## config.mk

```make
export PLATFORM = sky130hd
export DESIGN_NAME = vne_fifo
export DESIGN_NICKNAME = d
export VERILOG_FILES = /design/src/sv/vne_pkg.sv /design/src/sv/vne_fifo.sv
export SDC_FILE = /design/constraint.sdc
export NUM_CORES = 1
export LEC_CHECK = 0
export ABC_AREA = 1
export BUFFER_PORTS_ARGS = -buffer_cell sky130_fd_sc_hd__clkbuf_2
export CORE_MARGIN = 2
export CORE_UTILIZATION = 25
export CTS_CLUSTER_SIZE = 24
export DETAILED_ROUTE_END_ITERATION = 10
export PLACE_DENSITY_LB_ADDON = 0.3
export SYNTH_ARGS = -nofsm -noshare
export SYNTH_HDL_FRONTEND = slang
export SYNTH_SLANG_ARGS = --single-unit
```

## constraint.sdc

```tcl
create_clock -name clk_i -period 3.6 [get_ports clk_i]
set_clock_uncertainty 0.05 [all_clocks]
set_input_delay 0.18 -clock clk_i [delete_from_list [all_inputs] [get_ports clk_i]]
set_output_delay 0.18 -clock clk_i [all_outputs]
set_load 0.01 [all_outputs]
```

## src/sv/vne_pkg.sv

```systemverilog
// types, constants and shared arithmetic of the value noise elevation block
package vne_pkg;

  localparam int COORD_W    = 16;
  localparam int ELEV_W     = 16;
  localparam int SEED_W     = 64;
  localparam int CFG_IDX_W  = 2;
  localparam int MARGIN_W   = 14;
  localparam int CELL_W     = 13;
  localparam int NUM_OCT    = 3;
  localparam int NUM_CORNER = 4;
  localparam int SUM_W      = 19;
  localparam int DIV_STEPS  = 16;
  localparam int PIPE_DEPTH = 19;

  localparam int FIFO_DEPTH = 4;
  localparam int FIFO_PTR_W = 2;
  localparam int FIFO_CNT_W = 3;

  // register indexes of the configuration port
  typedef enum logic [CFG_IDX_W-1:0] {
    REG_SEED   = 2'd0,
    REG_WIDTH  = 2'd1,
    REG_HEIGHT = 2'd2
  } vne_reg_e;

  localparam logic [SEED_W-1:0]   SEED_RST   = 64'd0;
  localparam logic [COORD_W-1:0]  WIDTH_RST  = 16'd256;
  localparam logic [COORD_W-1:0]  HEIGHT_RST = 16'd256;
  localparam logic [MARGIN_W-1:0] MARGIN_RST = 14'd42;

  // splitmix and lattice mixing constants
  localparam logic [63:0] SM_GOLDEN    = 64'h9E3779B97F4A7C15;
  localparam logic [63:0] SM_MUL1      = 64'hBF58476D1CE4E5B9;
  localparam logic [63:0] SM_MUL2      = 64'h94D049BB133111EB;
  localparam logic [63:0] HASH_COL_MUL = 64'h00000100000001B3;
  localparam logic [63:0] HASH_ROW_MUL = 64'hC2B2AE3D27D4EB4F;

  // reciprocal multipliers for the constant divisions by 6 and by 7
  localparam logic [15:0] RECIP6       = 16'd43691;
  localparam int          RECIP6_SHIFT = 18;
  localparam logic [19:0] RECIP7       = 20'd599187;
  localparam int          RECIP7_SHIFT = 22;

  // log2 of the cell size per octave, coarse to fine
  localparam logic [3:0] CELL_SHIFT [NUM_OCT] = '{4'd8, 4'd6, 4'd4};

  // one classified request between front and back
  typedef struct packed {
    logic [COORD_W-1:0] x;
    logic [COORD_W-1:0] y;
    logic [COORD_W-1:0] bdist;
    logic               outside;
    logic               border;
  } vne_item_t;

  typedef struct packed {
    logic outside;
    logic border;
  } vne_flags_t;

  // a + floor((b - a) * w / 65536)
  function automatic logic [ELEV_W-1:0] blend16(input logic [ELEV_W-1:0] a,
                                                input logic [ELEV_W-1:0] b,
                                                input logic [ELEV_W-1:0] w);
    logic signed [16:0] diff;
    logic signed [33:0] prod;
    logic        [17:0] sum;
    diff = $signed({1'b0, b}) - $signed({1'b0, a});
    prod = diff * $signed({1'b0, w});
    sum  = {2'b00, a} + prod[33:16];
    return sum[ELEV_W-1:0];
  endfunction

endpackage

```

## src/sv/vne_fifo.sv

```systemverilog
// small request queue between the front and the back
module vne_fifo (
  input  logic               clk_i,
  input  logic               rst_ni,
  input  logic               push_i,
  input  vne_pkg::vne_item_t item_i,
  output logic               full_o,
  input  logic               pop_i,
  output logic               valid_o,
  output vne_pkg::vne_item_t head_o
);
  import vne_pkg::*;

  vne_item_t             mem_q [FIFO_DEPTH];
  logic [FIFO_PTR_W-1:0] wr_q, rd_q;
  logic [FIFO_CNT_W-1:0] cnt_q;
  logic                  do_push, do_pop;

  assign full_o  = (cnt_q == FIFO_CNT_W'(FIFO_DEPTH));
  assign valid_o = (cnt_q != '0);
  assign head_o  = mem_q[rd_q];
  assign do_push = push_i && !full_o;
  assign do_pop  = pop_i && valid_o;

  // pointers and fill count
  always_ff @(posedge clk_i or negedge rst_ni) begin
    if (!rst_ni) begin
      wr_q  <= '0;
      rd_q  <= '0;
      cnt_q <= '0;
    end else begin
      if (do_push) begin
        wr_q <= wr_q + 1'b1;
      end
      if (do_pop) begin
        rd_q <= rd_q + 1'b1;
      end
      if (do_push && !do_pop) begin
        cnt_q <= cnt_q + 1'b1;
      end else if (do_pop && !do_push) begin
        cnt_q <= cnt_q - 1'b1;
      end
    end
  end

  always_ff @(posedge clk_i) begin
    if (do_push) begin
      mem_q[wr_q] <= item_i;
    end
  end

endmodule

```

== Yosys cells after proc, flatten, opt, wreduce, memory -nomap -nowiden ==
Memories as Yosys holds them, arrays and structs flattened.
Index checks and enable logic that the tools add are counted.

* Bits in registers: 7
* RAM bits: 200
* Output and inout bits: 52
* Word-level logic and storage cells: 22
* Memories: 1

* Add/subtract/negate cells: 4
* Equality and inequality tests: 1
* Muxes and demuxes: 4
* Reduce and logical (&&, ||, !) cells: 9

{| class="wikitable"
|+ Memories
! memory !! depth !! width !! read ports !! clocked after memory_dff !! wr ports !! line !! text
|-
| mem_q || 4 || 50 || 1 || 0 || 1 || vne_fifo.sv:14 || <nowiki>vne_item_t mem_q [FIFO_DEPTH];</nowiki>
|}

{| class="wikitable"
|+ Operators by type and width
! operator !! number
|-
| $mux 3 || 2
|-
| $add 2x1->2 const B || 2
|-
| $logic_and 1x1->1 || 4
|-
| $add 3x1->3 const B || 1
|-
| $eq 3x3->1 const B || 1
|-
| $logic_not 1->1 || 3
|-
| $reduce_bool 3->1 || 1
|-
| $sub 3x1->3 const B || 1
|-
| $mux 1 || 2
|-
| $reduce_bool 2->1 || 1
|}

== Longest topological paths before layout ==
* Word-level depth: 7
* Mapped depth: 12
* Gate-level depth less buffers: 12

== Least setup slack after synthesis ==
OpenSTA, ideal clock, no wires.

* Path kind: flip-flop to flip-flop
* Start point: reg cnt_q[0]
* End point: mem mem_q[0][0] (netlist bit) (enable)
* Setup time: 0.458 ns
* Data arrival time: 2.816 ns
* Setup slack: 0.276 ns
* Stages on the path, launching flop included: 5
* Buffers on the path: 0
* Cells stage by stage: dfrtp_1 > inv_2 > nand3_1 > nand2_1 > nor2_1

* Longest elaborated chain between the ends: 5

{| class="wikitable"
|+ Ends and longest elaborated chain
! what !! line !! text
|-
| from (decl) || vne_fifo.sv:16 || <nowiki>logic [FIFO_CNT_W-1:0] cnt_q;</nowiki>
|-
| from (signal assigned) || vne_fifo.sv:39 || <nowiki>cnt_q <= cnt_q + 1'b1;</nowiki>
|-
| from (signal assigned) || vne_fifo.sv:41 || <nowiki>cnt_q <= cnt_q - 1'b1;</nowiki>
|-
| $eq 3x3->1 || vne_fifo.sv:19 || <nowiki>assign full_o = (cnt_q == FIFO_CNT_W'(FIFO_DEPTH));</nowiki>
|-
| $logic_not 1->1 || vne_fifo.sv:22 || <nowiki>assign do_push = push_i && !full_o;</nowiki>
|-
| $logic_and 1x1->1 || vne_fifo.sv:22 ||
|-
| $mux 1 || vne_fifo.sv:47 || <nowiki>if (do_push) begin</nowiki>
|-
| $mux 1 (implied by the code) || vne_fifo.sv:48 || <nowiki>mem_q[wr_q] <= item_i;</nowiki>
|-
| to (decl) || vne_fifo.sv:14 ||
|}

Every way passes these cells.

==> results.md <==
* Antenna violations before repair at 0
* Crit path required time at 3.37 ns
* Pwr Total at slightly below 9 mW
* Launching point of the worst reg2reg path: cnt_q[0]$_DFFE_PN0P_
* Core area at 0.0345 mm2
* Synth unique cells at 19
* Pre-antenna DRT Iters at 4
* Clock transition at path regs at 0.06 ns
* Layout cell share with drive strength beyond 1 at 0.262
* Synthesized area per cell at 13.6 um2
* Critical setup path kind: flop to output port
* Cell Pwr Density at 797 mW/mm2
* Initial Util at 0.254
* Die area at 0.0365 mm2
* Dpl hpwl at 10300 um
* Placed cell count at 1181
* GRT Resource Usage Total at 0.101
* Post-CTS Setup Inserts at 0
* Net Count, Synth at 704
* Die Width at 191 um
* Synthesized cell area at 0.00874 mm2
* Flop2flop setup slack at 1.41 ns
* MaxCap Viol Count at 0
* Area grow syn2layout at 26.3%
* CP Data Arrival Time at 2.32 ns
* Clk Latency, worst-skew pair at slightly above 0.5 ns
* Rel. slew slack at 0.433
* Vias at slightly above 5000
* Worst hold path class: input pin to flop
* CTS Root Cell: clkbuf_16
* RSZ-0062 raised after global routing: no
* Gr ovfl total at 0
* Seq/Total Area, Yosys at 0.707
* Fin. Hold Viols at 0
* Setup TNS at 0 ns
* Top-area cell type share of the netlist area at 0.687
* Clk pwr share at 0.282
* CTS tree: done
* LEAKAGE at 4.48 nW
* DRC at 0
* Commonest cells after routing, fill and taps aside: edfxtp_1 (200), nand2_1 (168), inv_1 (113), clkbuf_2 (105), o211ai_2 (59)
* RD Place Congestion at between 0.6 and 0.7
* Post-synthesis register bit count at 207
* Final Net Count at 866
* Slew @ Worst Pin at 0.850 ns
* Crit-path max FO at 27
* Flop pwr share at 0.378
* Comb power frac at 0.340
* Final Max Slew Viols at 0
* Psw at about 3.1 mW
* P_int at 5.74 mW
* Delay-heaviest family, CP: buffers and inverters
* Yosys top cell by area: edfxtp_1
* Drt via density at 3.96
* HP Start: item_i[9]
* Worst Setup End Kind: output port
* Largest net degree at the start of global routing at 68
* Vias in the first global route at ~5000
* CTS Buf Count at 24
* Clk buf depth at 3
* Peak VDD IR at 0.407 mV
* Cell Count, Final, Fillers Out at 1279
* # setup viols final at 0
* Outcome: complete, no violations
* Fmax at 392 MHz
* Drt first-iter violations at 173
* # rows at 68
* # diodes at 0
* Slowest stage cell, crit path: inv_2
* Final antenna-violating net count at 0
* Critical path's largest stage delay at 0.55 ns
* Crit path launch: rd_q[1]$_DFFE_PN0P_
* Final min period at ~2.6 ns
* Cells after Synth at approximately 640
* CTS Sinks at between 200 and 250
* Sw Share at 0.348
* CP cell instances: inv_2 -> buf_12 -> o211ai_1 -> nand2_1 -> clkbuf_2
* Most common cell after layout, fill and taps aside: edfxtp_1
* H-tree levels at 1
* First-pass GRT wire length at 28400 um
* Chip height at 191 um
* Final cycle utilization of the critical path at 0.709
* WP buf/inv at 3
* Crit start category: flop
* Routed WL at ~18000 um
* IO Pins at 106
* Yosys warning count at 0
* Fillers at 3459
* Avg WL per Cell at around 14 um
* Synth area leaders: edfxtp_1 (69%), o211ai_2 (8.4%), nand2_1 (7.2%)
* IO buf count at 105
==> worst paths after layout <==
check / to / cells after the start
worst max-delay path: head_o[16] / 5
worst min-delay path: mem_q[0][9]$_DFFE_PP_ / 2
worst max register to register: mem_q[2][30]$_DFFE_PP_ / 5
worst min register to register: cnt_q[2]$_DFFE_PN0P_ / 2
max in group asynchronous: rd_q[1]$_DFFE_PN0P_ / 3
min in group asynchronous: rd_q[1]$_DFFE_PN0P_ / 3
==> registers in the layout, indices dropped and copies added, names as in the netlist <==
name / count
mem_q: 200
rd_q: 2
wr_q: 2
cnt_q: 3
==> per-stage QoR <==
step                      utilization  worst slack, ns  hold slack, ns  cell area, um2
after detailed placement        0.281             1.36         -0.0163            9690
after global placement          0.281             1.41         -0.0180            9690
after floorplan                     -            0.276          -0.166            8740
after CTS                       0.320            0.975           0.348           11000
after global routing            0.320            0.881           0.365           11000
final                           0.320             1.05           0.380           11000
==> cell type report <==
class,instances,area [um2],share of cell area
clock buffers,31,648,0.0587
clock inverters,13,160,0.0145
inverters,116,440,0.0399
multi-input cells,288,1860,0.168
flip-flops and latches,207,6180,0.560
well taps,455,569,0.0516
repair buffers,169,1180,0.107
==> logic make-up after synthesis <==
family / after synthesis / synth area share
DFF: 207 / 0.707
and+or+nand+nor: 180 / 0.0786
buffers and inverters: 149 / 0.0836
AOI/OAI and AO/OA: 101 / 0.120
adders and majority gates: 6 / 0.00945
xor gates and xnor gates: 1 / 0.00100
==> Yosys cell counts <==
cell	number
o21ai_0	1
nand2_1	168
fa_1	1
clkbuf_1	2
ha_1	5
nand4_1	1
edfxtp_1	200
inv_1	113
buf_4	1
clkbuf_4	2
dfrtp_1	7
nor2_1	4
buf_6	20
buf_2	8
nand3_1	7
o211ai_1	41
o211ai_2	59
inv_2	3
xnor2_1	1
==> power by group through the flow <==
stage,Sequential (mW),Combinational (mW),Clock (mW)
after global routing,3.37,3.37,2.67
after detailed placement,3.38,3.04,0
after floorplan,3.36,2.13,0
after CTS,3.33,3.10,2.57
after global placement,3.37,3.01,0
final,3.33,2.99,2.48
==> per-layer routing <==
metal,part of all wire,GRT usage
met3,0.051,0.0218
met1,0.47,0.137
met2,0.46,0.162
met4,0.015,0.0259
met5,0,0
==> repair_timing <==
action / 4_1_cts / 5_1_grt
hold buffers: 54 / 0
hold endpoints to repair: 211 / 0
resized for setup: 0 / 0
setup endpoints to repair: 0 / 0
Power figures use the tool's default switching activity.
