### src/sv/vne_pkg.sv
// types, constants and shared arithmetic of the value noise elevation block
package vne_pkg;

  localparam int COORD_W    = 16;
  localparam int ELEV_W     = 16;
  localparam int SEED_W     = 64;
  localparam int CFG_IDX_W  = 2;
  localparam int MARGIN_W   = 14;
  localparam int CELL_W     = 13;
  localparam int NUM_OCT    = 3;
  localparam int NUM_CORNER = 4;
  localparam int SUM_W      = 19;
  localparam int DIV_STEPS  = 16;
  localparam int PIPE_DEPTH = 19;

  localparam int FIFO_DEPTH = 4;
  localparam int FIFO_PTR_W = 2;
  localparam int FIFO_CNT_W = 3;

  // register indexes of the configuration port
  typedef enum logic [CFG_IDX_W-1:0] {
    REG_SEED   = 2'd0,
    REG_WIDTH  = 2'd1,
    REG_HEIGHT = 2'd2
  } vne_reg_e;

  localparam logic [SEED_W-1:0]   SEED_RST   = 64'd0;
  localparam logic [COORD_W-1:0]  WIDTH_RST  = 16'd256;
  localparam logic [COORD_W-1:0]  HEIGHT_RST = 16'd256;
  localparam logic [MARGIN_W-1:0] MARGIN_RST = 14'd42;

  // splitmix and lattice mixing constants
  localparam logic [63:0] SM_GOLDEN    = 64'h9E3779B97F4A7C15;
  localparam logic [63:0] SM_MUL1      = 64'hBF58476D1CE4E5B9;
  localparam logic [63:0] SM_MUL2      = 64'h94D049BB133111EB;
  localparam logic [63:0] HASH_COL_MUL = 64'h00000100000001B3;
  localparam logic [63:0] HASH_ROW_MUL = 64'hC2B2AE3D27D4EB4F;

  // reciprocal multipliers for the constant divisions by 6 and by 7
  localparam logic [15:0] RECIP6       = 16'd43691;
  localparam int          RECIP6_SHIFT = 18;
  localparam logic [19:0] RECIP7       = 20'd599187;
  localparam int          RECIP7_SHIFT = 22;

  // log2 of the cell size per octave, coarse to fine
  localparam logic [3:0] CELL_SHIFT [NUM_OCT] = '{4'd8, 4'd6, 4'd4};

  // one classified request between front and back
  typedef struct packed {
    logic [COORD_W-1:0] x;
    logic [COORD_W-1:0] y;
    logic [COORD_W-1:0] bdist;
    logic               outside;
    logic               border;
  } vne_item_t;

  typedef struct packed {
    logic outside;
    logic border;
  } vne_flags_t;

  // a + floor((b - a) * w / 65536)
  function automatic logic [ELEV_W-1:0] blend16(input logic [ELEV_W-1:0] a,
                                                input logic [ELEV_W-1:0] b,
                                                input logic [ELEV_W-1:0] w);
    logic signed [16:0] diff;
    logic signed [33:0] prod;
    logic        [17:0] sum;
    diff = $signed({1'b0, b}) - $signed({1'b0, a});
    prod = diff * $signed({1'b0, w});
    sum  = {2'b00, a} + prod[33:16];
    return sum[ELEV_W-1:0];
  endfunction

endpackage

### src/sv/vne_front.sv
// front stage: takes a request, checks the map bounds and border distance
module vne_front (
  input  logic                         clk_i,
  input  logic                         rst_ni,
  input  logic                         in_valid_i,
  output logic                         in_ready_o,
  input  logic [vne_pkg::COORD_W-1:0]  col_i,
  input  logic [vne_pkg::COORD_W-1:0]  row_i,
  input  logic [vne_pkg::COORD_W-1:0]  width_i,
  input  logic [vne_pkg::COORD_W-1:0]  height_i,
  input  logic [vne_pkg::MARGIN_W-1:0] margin_i,
  output logic                         push_o,
  output vne_pkg::vne_item_t           item_o,
  input  logic                         full_i
);
  import vne_pkg::*;

  logic               fv_q, fv_d;
  logic [COORD_W-1:0] x_q, y_q, dist_q;
  logic               out_q;
  logic               outside;
  logic [COORD_W-1:0] dist_r, dist_b, min_x, min_y, near;
  logic               take;

  // distance to the nearest border, valid for inside tiles
  always_comb begin
    outside = (col_i >= width_i) || (row_i >= height_i);
    dist_r  = width_i - 16'd1 - col_i;
    dist_b  = height_i - 16'd1 - row_i;
    min_x   = (dist_r < col_i) ? dist_r : col_i;
    min_y   = (dist_b < row_i) ? dist_b : row_i;
    near    = (min_y < min_x) ? min_y : min_x;
  end

  assign push_o     = fv_q && !full_i;
  assign in_ready_o = !fv_q || !full_i;
  assign take       = in_valid_i && in_ready_o;

  // holding register valid
  always_comb begin
    fv_d = fv_q;
    if (take) begin
      fv_d = 1'b1;
    end else if (push_o) begin
      fv_d = 1'b0;
    end
  end

  always_ff @(posedge clk_i or negedge rst_ni) begin
    if (!rst_ni) begin
      fv_q <= 1'b0;
    end else begin
      fv_q <= fv_d;
    end
  end

  always_ff @(posedge clk_i) begin
    if (take) begin
      x_q    <= col_i;
      y_q    <= row_i;
      dist_q <= near;
      out_q  <= outside;
    end
  end

  // classify against the border margin
  always_comb begin
    item_o.x       = x_q;
    item_o.y       = y_q;
    item_o.bdist   = dist_q;
    item_o.outside = out_q;
    item_o.border  = (margin_i != '0) && (dist_q < COORD_W'(margin_i));
  end

endmodule

### config.mk
export PLATFORM = sky130hd
export DESIGN_NAME = vne_front
export DESIGN_NICKNAME = d
export VERILOG_FILES = /design/src/sv/vne_pkg.sv /design/src/sv/vne_front.sv
export SDC_FILE = /design/constraint.sdc
export NUM_CORES = 1
export LEC_CHECK = 0
export BUFFER_PORTS_ARGS = -buffer_cell sky130_fd_sc_hd__buf_2
export CORE_UTILIZATION = 50
export DETAILED_ROUTE_END_ITERATION = 10
export GPL_TIMING_DRIVEN = 0
export PLACE_DENSITY = 0.74
export SYNTH_ARGS = -nofsm -noshare
export SYNTH_HDL_FRONTEND = slang
export SYNTH_SLANG_ARGS = --single-unit
export TNS_END_PERCENT = 1
### constraint.sdc
create_clock -name clk_i -period 2 [get_ports clk_i]
set_input_delay 0.1 -clock clk_i [delete_from_list [all_inputs] [get_ports clk_i]]
set_output_delay 0.1 -clock clk_i [all_outputs]
set_load 0.02 [all_outputs]
Yosys cells after proc, flatten, opt, wreduce, memory -nomap -nowiden
Index checks and enable logic that the tools add are counted.
{ "classes": {"addsub": 4, "order_cmp": 6, "n_mux": 5, "n_reduce_logical": 9} }
{ "op_table": {"columns": ["operator", "count"], "rows": [
  ["< comparator 16 bit", 3],
  ["2-to-1 mux 16 bit", 3],
  ["greater-or-equal comparator 16 bit", 2],
  ["subtractor 16 x 1 -> 16 bit (second input constant)", 2],
  ["subtractor 16 bit", 2],
  ["< comparator 16 x 14 -> 1 bit", 1],
  ["nonzero test 14 bit", 1],
  ["logical AND 1 bit", 3],
  ["logical NOT 1 bit", 2],
  ["logical OR 1 bit", 2],
  ["2-to-1 mux 1 bit", 2],
  ["nonzero test 2 bit", 1]
]} }
{ "totals": {"regBits": 50, "inputBits": 82, "output_inout_bits": 52, "elab_cells": 29} }

Logic depth before layout (Yosys ltp)
{ "logic_depth": {"depth_word": 6, "depth_mapped": 32, "ltp_nobuf": 29} }

Worst setup path before layout
OpenSTA, ideal clock, no wires.
{ "synth_timing": {"kind": "in2reg", "startpoint": "input row_i[0] in the netlist's numbering", "endpoint": "register dist_q[12] (data pin)", "setup_time_ps": 259, "arrival_time_ps": 5152, "required_time_ps": 1741, "path_slack_ps": -3411, "path_stages": 31, "path_cell_list": "inv_1 ha_1 inv_1 fa_1 nor2b_1 o31a_1 o211ai_1 o211ai_1 a21o_1 a21oi_1 xnor2_1 ha_1 nand2_1 nor2_1 a211oi_1 nor3b_1 a21boi_0 buf_2 buf_1 mux2_2 ha_1 nand4_1 or2_2 nor3_1 o31a_1 a211oi_1 o221a_2 clkinv_1 clkbuf_1 o21ai_0 o31a_1"} }
{ "synth_between": {"elab_chain_len": 5} }
{ "synth_rtl": {"columns": ["item", "line", "text"], "rows": [
  ["start, declared", "vne_front.sv:8", "input logic [vne_pkg::COORD_W-1:0] row_i,"],
  ["subtractor 16 bit", "vne_front.sv:29", "dist_b = height_i - 16'd1 - row_i;"],
  ["< comparator 16 bit", "vne_front.sv:31", "min_y = (dist_b < row_i) ? dist_b : row_i;"],
  ["2-to-1 mux 16 bit *", "vne_front.sv:31", null],
  ["< comparator 16 bit", "vne_front.sv:32", "near = (min_y < min_x) ? min_y : min_x;"],
  ["2-to-1 mux 16 bit *", "vne_front.sv:32", null],
  ["named net near[12]", "vne_front.sv:22", "logic [COORD_W-1:0] dist_r, dist_b, min_x, min_y, near;"],
  ["end signal, assigned", "vne_front.sv:61", "dist_q <= near;"],
  ["end, declared", "vne_front.sv:19", "logic [COORD_W-1:0] x_q, y_q, dist_q;"]
]} }
The timed path passes the listed nets; every way through them passes the cells marked *.
A chain may end at the register's enable or synchronous reset.

Worst setup path in the final report
{ "layout_timing": {"startpoint": "input row_i[2] in the netlist's numbering", "endpoint": "register dist_q[9] (data pin)"} }
The elaborated chain is that of the path after synthesis.

==> results by group <==
STA
  • Worst-margin pin slew: 478 ps
  • Setup TNS: -48920 ps
  • Final hold vios: 0
  • Slew Limit Fails: 0
  • Clock Skew: 5.29 ps
  • Final Cycle Share: 253%
  • Post-layout min period: 5060 ps
  • Slew headroom: 67.8%
  • Max Clk Rate: 197 MHz
  • Final setup viols: 18
  • Worst setup margin: -3060 ps
  • RSZ-0062 raised after global routing: yes
  • Hold slack: 11.4 ps

Detailed routing
  • Routed WL per cell: 16.3 µm
  • Detailed Routing Iterations Pass 1: 5
  • WL final: 15500 µm
  • DRT antenna net count: 0
  • Routed via count: 5330
  • DRT iter0 DRCs: 261
  • # DRC: 0
  • DR vias/cell: 5.59

Placed design
  • Final GP Congestion: 0.909
  • DP HPWL: 11400 µm
  • PortBufs: 133
  • DP Area: 6570 µm²

Critical path
  • Cell mode on critical path: o31a_1
  • Slowest CP cell: mux2_4
  • Critical Path Source Type: input port
  • CP max stage delay: 330 ps
  • Critical path type: input port to flop
  • Required @ worst endpoint: 2070 ps
  • Worst EP arrival: 5140 ps
  • Crit-path max FO: 7
  • CP bufs+invs: 6
  • CP endpoint kind: flop
  • CP top delay family: compound AO/OA/AOI/OAI gates

Synthesis
  • Syn Nets: 811
  • Post-synth EDFFs: 49
  • Multiplexer area fraction after synthesis: 4.01%
  • Synthesized cell area: 5550 µm²
  • Area leader, netlist: ha_1
  • Synth Area in Compound Gates: 19.4%
  • FF+latch count, synth: 50
  • Post-synth ARST share: 2.00%
  • Synth top area share: 27.5%
  • Largest family of logic cells by synthesized area: adder cells
  • Yosys cell types: 51
  • Cell count after synthesis: 605
  • Post-Synth Simple-Gate Area: 10.4%
  • Yosys warns: 0
  • Post-synthesis sequential area ratio: 27.0%
  • Synth Flop Type: edfxtp_1
  • Area contributors post-synth: ha_1, edfxtp_1, inv_1
  • Synthesized area per cell: 9.17 µm²
  • Post-Synth Adder-Cell Area: 28.2%
  • XOR/XNOR Fraction of Synth Area: 3.94%

Finish
  • Post-route design area: 7790 µm²
  • FF+latch area: 1500 µm²
  • Layout cell share with drive strength beyond 1: 35.8%
  • Layout area overhead: 40.3%
  • # diodes: 0
  • Commonest cells after routing, fill and taps aside: buf_2, ha_1, inv_1
  • FILL cells: 804
  • Multi-input logic area: 4170 µm²
  • Commonest non-fill, non-tap cell in the layout: buf_2
  • Final nets: 1018

Global route
  • Initial antenna violation count: 0
  • First-pass GRT wire length: 24500 µm
  • All-Layer GR Usage: 27.1%
  • Vias in the first global route: 5407
  • Pin count of the biggest net entering global routing: 36
  • Remaining Overflow, GRT: 0

Floorplanning
  • Initial Utilization: 51.2%
  • Die ar.: 11500 µm²
  • Die height: 107 µm
  • Die W: 107 µm
  • Ports: 134
  • Core Rows: 38
  • Core area: 10800 µm²

Clock network
  • Max Buffers Root-to-Sink: 2
  • H-tree levels: 2
  • Clock transition at path regs: 100 ps
  • Clk sinks: 50
  • TritonCTS clock tree: built
  • Clock latency on the worst-skew pair: 320 ps
  • CTS buffer count: 5
  • CTS Root Cell: clkbuf_8

Run
  • Max Cap Viol: 0

Power
  • Clock share of power: 12.9%
  • Peak supply drop: 0.579 mV
  • Sw frac: 39.7%
  • Leakage: 0.00379 µW
  • Seq pwr share: 21.5%
  • Pwr dens: 918 nW/µm²
  • Psw: 2840 µW
  • Logic pwr share: 65.6%
  • Internal: 4310 µW

Run status
  • Failing checks: negative setup slack
  • Status: finished with violations

Hold path
  • Hold/Removal Path Class: input port to flop
[layout make-up]
| class | count | area share [%] |
|---|---|---|
| Clock inverter | 2 | 0.771 |
| Tap cell | 140 | 2.25 |
| Timing Repair Buffer | 201 | 17.0 |
| Inverter | 93 | 4.68 |
| Multi-Input combinational cell | 453 | 53.5 |
| Sequential cell | 50 | 19.2 |
| Buffer | 8 | 1.45 |
| Clock buffer | 6 | 1.06 |
[cells by family after synthesis]
logic type               count (synthesis)
AO/OA/AOI/OAI                          167
XOR/XNOR                                25
adder cells (fa/ha/maj)                124
buffers and inverters                  102
flip-flops                              50
multiplexers                            21
AND/OR/NAND/NOR                        116
[state kept, by name, summed over array words and instances (netlist names)]
register	count
dist_q	16
x_q	16
y_q	16
fv_q	1
out_q	1
[timing repair]
action | 4_1_cts | 5_1_grt
setup endpoints to repair | 18 | 18
pin swaps | 50 | 17
hold buffers | 20 | 1
resized for setup | 74 | 30
gates cloned | 2 | 1
hold endpoints to repair | 20 | 1
setup buffers | 39 | 4
[path summary, 6_finish.rpt]
kind / startpoint / end / slack, ps / cells past startpoint
max: row_i[2] / dist_q[9]$_DFFE_PP_ / -3060 / 30
min: row_i[13] / y_q[13]$_DFFE_PP_ / 10 / 1
max reg2reg: fv_q$_DFFE_PN0P_ / dist_q[5]$_DFFE_PP_ / 500 / 3
min reg2reg: fv_q$_DFFE_PN0P_ / fv_q$_DFFE_PN0P_ / 530 / 2
max in group asynchronous: rst_ni / fv_q$_DFFE_PN0P_ / 1850 / 2
min in group asynchronous: rst_ni / fv_q$_DFFE_PN0P_ / 70 / 2
[Yosys cell counts, types with 2 or more instances]
master	n
ha_1	122
inv_1	92
a21oi_1	53
edfxtp_1	49
nor2_1	37
o21ai_0	32
a21o_1	24
xnor2_1	20
nand2_1	19
nand4_1	13
o31a_1	12
mux2i_1	11
nor2b_1	11
mux2_2	10
nor3_1	8
o21a_1	8
nand3_1	7
o211ai_1	7
a211oi_1	6
nand2b_1	6
clkbuf_1	5
xor2_1	5
nor4_1	4
o21bai_1	4
a211o_1	3
a21oi_2	3
and4_1	3
a31o_2	2
a41oi_1	2
buf_2	2
fa_1	2
o21ai_1	2
o31ai_1	2
or3_1	2
[power groups by stage]
stage / registers, µW / logic, µW / clock network, µW
finish: 1540 / 4690 / 923
CTS: 1540 / 4380 / 953
global placement: 1560 / 3340 / 0
floorplan: 1730 / 2400 / 0
detailed placement: 1560 / 3490 / 0
global route: 1550 / 5080 / 975
[per-layer routing]
| layer | track usage, % | vias to the layer above | part of all wire [%] | routed length, µm |
|---|---|---|---|---|
| met5 | 0 | - | 0 | 0 |
| met4 | 11.0 | 0 | 3.8 | 595 |
| met3 | 3.69 | 49 | 5.2 | 800 |
| met2 | 50.8 | 187 | 51 | 7920 |
| met1 | 30.5 | 2503 | 40 | 6180 |
| li1 | - | 2591 | - | - |
[through the flow]
stage | worst slack [ps] | util, % | std cells | power (µW)
global placement | -3700 | 60.4 | 878 | 4900
finish | -3060 | 71.8 | 953 | 7150
floorplan | -2880 | - | 605 | 4130
global route | -3190 | 71.8 | 953 | 7610
CTS | -3020 | 70.1 | 947 | 6870
detailed placement | -3780 | 60.6 | 879 | 5050
Note: power is estimated with default switching activity, not from simulation.
